File: config.mk
export PLATFORM = sky130hd
export DESIGN_NAME = ufqu_walker
export DESIGN_NICKNAME = d
export VERILOG_FILES = /design/src/hw/rtl/ufqu_pkg.sv /design/src/hw/rtl/ufqu_walker.sv
export SDC_FILE = /design/constraint.sdc
export NUM_CORES = 1
export LEC_CHECK = 0
export ABC_AREA = 1
export BUFFER_PORTS_ARGS = -buffer_cell sky130_fd_sc_hd__buf_2
export CAP_MARGIN = 20
export CORE_MARGIN = 2
export CORE_UTILIZATION = 58
export DETAILED_ROUTE_END_ITERATION = 10
export PLACE_DENSITY = 0.9
export SETUP_SLACK_MARGIN = 0.2
export SYNTH_ARGS = -nofsm -noshare
export SYNTH_HDL_FRONTEND = slang
export SYNTH_SLANG_ARGS = --single-unit
File: constraint.sdc
create_clock -name clk -period 3.2 [get_ports clk]
set_input_delay 0.32 -clock clk [delete_from_list [all_inputs] [get_ports clk]]
set_output_delay 0.32 -clock clk [all_outputs]
set_load 0.05 [all_outputs]
File: src/hw/rtl/ufqu_pkg.sv
`timescale 1ns / 1ps
`default_nettype none

package ufqu_pkg;

  localparam int MAX_ELEMENTS = 1024;
  localparam int IDX_W        = $clog2(MAX_ELEMENTS);
  localparam int CNT_W        = IDX_W + 1;

  typedef struct packed {
    logic             re;
    logic [IDX_W-1:0] raddr;
    logic             we;
    logic [IDX_W-1:0] waddr;
    logic [IDX_W-1:0] wdata;
  } ram_req_t;

  typedef struct packed {
    logic valid;
    logic same_set;
    logic index_error;
  } res_t;

endpackage

`default_nettype wire

File: src/hw/rtl/ufqu_walker.sv
`timescale 1ns / 1ps
`default_nettype none

module ufqu_walker (
  input  wire logic                          clk,
  input  wire logic                          rst_n,
  input  wire logic                          in_valid,
  output logic                               in_ready,
  input  wire logic                          in_action,
  input  wire logic [ufqu_pkg::IDX_W-1:0]    in_elem_a,
  input  wire logic [ufqu_pkg::IDX_W-1:0]    in_elem_b,
  input  wire logic [ufqu_pkg::CNT_W-1:0]    limit,
  output ufqu_pkg::ram_req_t                 ram_req,
  input  wire logic [ufqu_pkg::IDX_W-1:0]    ram_rdata,
  output ufqu_pkg::res_t                     res,
  input  wire logic                          res_ready
);

  localparam logic [2:0] ST_CLEAR  = 3'd0;
  localparam logic [2:0] ST_IDLE   = 3'd1;
  localparam logic [2:0] ST_WALK_A = 3'd2;
  localparam logic [2:0] ST_WALK_B = 3'd3;
  localparam logic [2:0] ST_DONE   = 3'd4;

  localparam logic [ufqu_pkg::IDX_W-1:0] LAST_IDX =
    ufqu_pkg::IDX_W'(ufqu_pkg::MAX_ELEMENTS - 1);

  logic [2:0]                 state_r,  state_nxt;
  logic [ufqu_pkg::IDX_W-1:0] cnt_r,    cnt_nxt;
  logic                       action_r, action_nxt;
  logic [ufqu_pkg::IDX_W-1:0] b_r,      b_nxt;
  logic [ufqu_pkg::IDX_W-1:0] cur_r,    cur_nxt;
  logic [ufqu_pkg::IDX_W-1:0] ra_r,     ra_nxt;
  logic                       same_r,   same_nxt;
  logic                       err_r,    err_nxt;
  logic                       root_hit;
  logic                       bad_idx;

  assign root_hit = (ram_rdata == cur_r);
  assign bad_idx  = ({1'b0, in_elem_a} >= limit) || ({1'b0, in_elem_b} >= limit);

  always_comb begin
    state_nxt       = state_r;
    cnt_nxt         = cnt_r;
    action_nxt      = action_r;
    b_nxt           = b_r;
    cur_nxt         = cur_r;
    ra_nxt          = ra_r;
    same_nxt        = same_r;
    err_nxt         = err_r;
    ram_req         = '0;
    in_ready        = 1'b0;
    res.valid       = 1'b0;
    res.same_set    = same_r;
    res.index_error = err_r;
    case (state_r)
      ST_CLEAR: begin
        ram_req.we    = 1'b1;
        ram_req.waddr = cnt_r;
        ram_req.wdata = cnt_r;
        cnt_nxt       = cnt_r + 1'b1;
        if (cnt_r == LAST_IDX) begin
          state_nxt = ST_IDLE;
        end
      end
      ST_IDLE: begin
        in_ready = 1'b1;
        if (in_valid) begin
          action_nxt = in_action;
          b_nxt      = in_elem_b;
          cur_nxt    = in_elem_a;
          if (bad_idx) begin
            err_nxt   = 1'b1;
            same_nxt  = 1'b0;
            state_nxt = ST_DONE;
          end else begin
            err_nxt       = 1'b0;
            ram_req.re    = 1'b1;
            ram_req.raddr = in_elem_a;
            state_nxt     = ST_WALK_A;
          end
        end
      end
      ST_WALK_A: begin
        ram_req.re = 1'b1;
        if (root_hit) begin
          ra_nxt        = cur_r;
          cur_nxt       = b_r;
          ram_req.raddr = b_r;
          state_nxt     = ST_WALK_B;
        end else begin
          cur_nxt       = ram_rdata;
          ram_req.raddr = ram_rdata;
        end
      end
      ST_WALK_B: begin
        if (root_hit) begin
          same_nxt  = (cur_r == ra_r);
          state_nxt = ST_DONE;
          if (!action_r && (cur_r != ra_r)) begin
            ram_req.we    = 1'b1;
            ram_req.waddr = cur_r;
            ram_req.wdata = ra_r;
          end
        end else begin
          ram_req.re    = 1'b1;
          ram_req.raddr = ram_rdata;
          cur_nxt       = ram_rdata;
        end
      end
      ST_DONE: begin
        res.valid = 1'b1;
        if (res_ready) begin
          state_nxt = ST_IDLE;
        end
      end
      default: begin
        state_nxt = ST_IDLE;
      end
    endcase
  end

  always_ff @(posedge clk) begin
    if (!rst_n) begin
      state_r <= ST_CLEAR;
      cnt_r   <= '0;
    end else begin
      state_r <= state_nxt;
      cnt_r   <= cnt_nxt;
    end
  end

  always_ff @(posedge clk) begin
    action_r <= action_nxt;
    b_r      <= b_nxt;
    cur_r    <= cur_nxt;
    ra_r     <= ra_nxt;
    same_r   <= same_nxt;
    err_r    <= err_nxt;
  end

endmodule

`default_nettype wire

==> out/metrics.csv <==
stage,metric,value,unit
route,DRC errors left,0,
route,routed via count,3279,
grt,GRT overflow,0,
sta,Slew HR,73.5,%
logic_synthesis,Syn Inst Count,455,
logic_synthesis,cell with the most instances after synthesis,nand2_1,
sta,Fin. Hold Viols,0,
logic_synthesis,"Warnings, synthesis",0,
logic_synthesis,post-synth cell types,36,
die,core box area,5540,µm²
power,combinational share of power,17.6,%
worst_setup_path,CP cell instances,xnor2_1 -> nand2_1 -> nor2_1 -> nand3_2 -> nor2_1 -> nand2_2 -> o21ai_0 -> buf_2,
logic_synthesis,"EDFF count, synth",33,
grt,largest net degree at the start of global routing,22,
worst_setup_path,CP peak stage delay,0.47,ns
worst_setup_path,Worst Setup End Kind,output pin,
die,I/O Pins,82,
cts,total CTS buffers,5,
sta,period utilization,86.0,%
place,placed cells,599,
power,Sw Ratio,27.5,%
worst_setup_path,worst path required time,2.88,ns
die,Die ar.,6370,µm²
power,Clk network pwr share,29.7,%
worst_hold_path,worst hold path type,in -> reg,
cells_and_area,non-filler instance count after layout,612,
power,Net Sw Power,0.338,mW
die,Die H,79.8,µm
cts,CTS tree,yes,
power,Power Internal,0.891,mW
die,number of core rows,27,
cts,clk buf depth,2,
sta,final max-slew violation count,0,
grt,antenna violations before repair,0,
worst_setup_path,crit path max fanout,21,
logic_synthesis,post-synth top area share,29.7,%
logic_synthesis,syn_nets,522,
cts,Skew-Pair Late Insertion Delay,0.30,ns
cts,CTS Sinks,46,
route,drt total wl,8300,µm
worst_setup_path,CP max-delay cell,edfxtp_1,
sta,final setup fails,0,
sta,RSZ-0062 raised after global routing,true,
route,1st-iter DRT viols,192,
route,vias per cell,5.36,
place,HPWL after DPL,6580,µm
place,GPL Wtd Cong,0.890,
sta,Slew @ Worst Pin,0.397,ns
power,Pleak,1.99,nW
logic_synthesis,synth top area cells,"edfxtp_1 30%, nand2_1 14%, ha_1 7.9%, dfxtp_1 7.8%, nor2_1 7.2%",
grt,GRT Resource Usage Total,25.6,%
worst_setup_path,Most Frequent Cell on Critical Path,nor2_1,
cells_and_area,ANT cells,0,
sta,Fmax,363,MHz
logic_synthesis,synthesized area per cell,7.33,µm²
logic_synthesis,register bit total from synthesis,46,
worst_setup_path,Worst Path Arrival,2.43,ns
logic_synthesis,Syn Std Cell Area,3330,µm²
job,maxcap violations,0,
power,pwr dens,315,nW/µm²
die,Die W,79.8,µm
route,WL/cell,13.6,µm
grt,wire length of the first global-routing pass,12900,µm
cts,CTS HTree Levels,2,
worst_setup_path,Setup CP Type,reg -> out,
cells_and_area,P&R area growth vs syn,17.1,%
cells_and_area,fillcell total,421,
power,share of power burned in registers,52.8,%
logic_synthesis,commonest cells in the netlist,"124 x nand2_1, 64 x nor2_1, 48 x inv_1",
sta,skew final,0.00790,ns
cells_and_area,layout cell share with drive strength beyond 1,23.0,%
power,peak supply drop,0.195,mV
run_status,outcome,"finished, final reports clean",
die,Starting Density,60.2,%
route,Routed Antenna Nets,0,
cts,"Reg clk slew, reported paths",0.08,ns
logic_synthesis,Main synth FF type,edfxtp_1,
logic_synthesis,fraction of registers with async set/reset,0,%
cts,hold_buf cts,0,
sta,Period minus WS final,2.75,ns
cells_and_area,area of the multi-input gates,1810,µm²
route,Pre-antenna DRT Iters,6,
sta,setup_tns,0,ns
cts,root buf cell,clkbuf_8,
grt,vias in the first global route,2953,
worst_setup_path,Startpoint Class,flop,
place,IO buf count,81,
cells_and_area,register area,1250,µm²
logic_synthesis,"area leader, netlist",edfxtp_1,
cells_and_area,Layout Nets,606,
logic_synthesis,"Seq/Total Area, Yosys",37.5,%
## per-layer routing
layer | vias to the layer above | track usage [%] | part of all wire [%]
li1 | 1642 | - | -
met3 | 22 | 3.62 | 8.4
met2 | 175 | 46.7 | 49
met4 | 0 | 8.14 | 2.3
met1 | 1440 | 31.0 | 41
met5 | - | 0 | 0
## flip-flops by register name (all words and copies together), names as in the netlist
signal,flops
action_r,1
cur_r,10
err_r,1
b_r,10
ra_r,10
same_r,1
state_r,3
cnt_r,10
## repair_timing
action,in CTS,in global routing
resized for setup,0,2
endpoints found under the setup margin,0,21
setup buffers,0,5
## cell usage in the layout, fill, tap and decap left out, drive strengths merged, types with 5 or more instances in the layout
cell    instances
nor2           68
xor2            5
buf            90
o21ai          30
clkbuf          7
a21oi          21
edfxtp         33
dfxtp          13
inv            51
nand2         138
xnor2           9
nand3          31
nor3            7
ha             21
## metrics by stage
stage | cell area [µm²] | util [%] | total power, mW | hold WS (ns) | setup slack (ns)
2_1_floorplan | 3330 | - | 0.799 | 0.419 | 0.543
3_3_place_gp | 3770 | 68.0 | 0.868 | 0.496 | 0.702
3_5_place_dp | 3770 | 68.0 | 0.877 | 0.515 | 0.648
4_1_cts | 3860 | 69.7 | 1.23 | 0.209 | 0.315
5_1_grt | 3900 | 70.5 | 1.28 | 0.202 | 0.167
6_report | 3900 | 70.5 | 1.23 | 0.208 | 0.447
## worst max-delay path, delay by kind of cell, from the launching register on
kind                      cells  cell delay [ns]
AOI/OAI and AO/OA             1             0.21
xor gates and xnor gates      1             0.20
buffers and inverters         1             0.29
DFF                           1             0.47
and+or+nand+nor               5             0.96
## cells by family after synthesis
kind of cell,share of synthesized area [%]
buffers and inverters,8.41
XOR/XNOR,3.68
adder cells (fa/ha/maj),7.88
flip-flops,37.5
AO/OA/AOI/OAI,8.75
AND/OR/NAND/NOR,33.7
## power groups by stage
stage / Clock [mW] / Sequential, mW / Combinational (mW)
after floorplan: 0 / 0.660 / 0.138
after global placement: 0 / 0.662 / 0.207
after detailed placement: 0 / 0.662 / 0.214
after CTS: 0.365 / 0.648 / 0.215
after global routing: 0.390 / 0.649 / 0.239
final: 0.364 / 0.649 / 0.216
## final timing paths
kind,cells after the start,end,start,slack [ns]
setup / recovery,8,ram_req[5],cur_r[6],0.45
hold / removal,1,action_r,in_action,0.21
setup reg to reg,7,cur_r[1],cur_r[6],1.07
hold reg to reg,2,cnt_r[5],cnt_r[5],0.53
## cell type report
cell class,instances,area share [%]
inverters,51,4.90
repair buffers,90,12.1
well taps,72,2.31
clock inverters,1,0.128
multi-input cells,345,46.3
flip-flops and latches,46,32.1
clock buffers,7,2.21
Power figures use the tool's default switching activity.
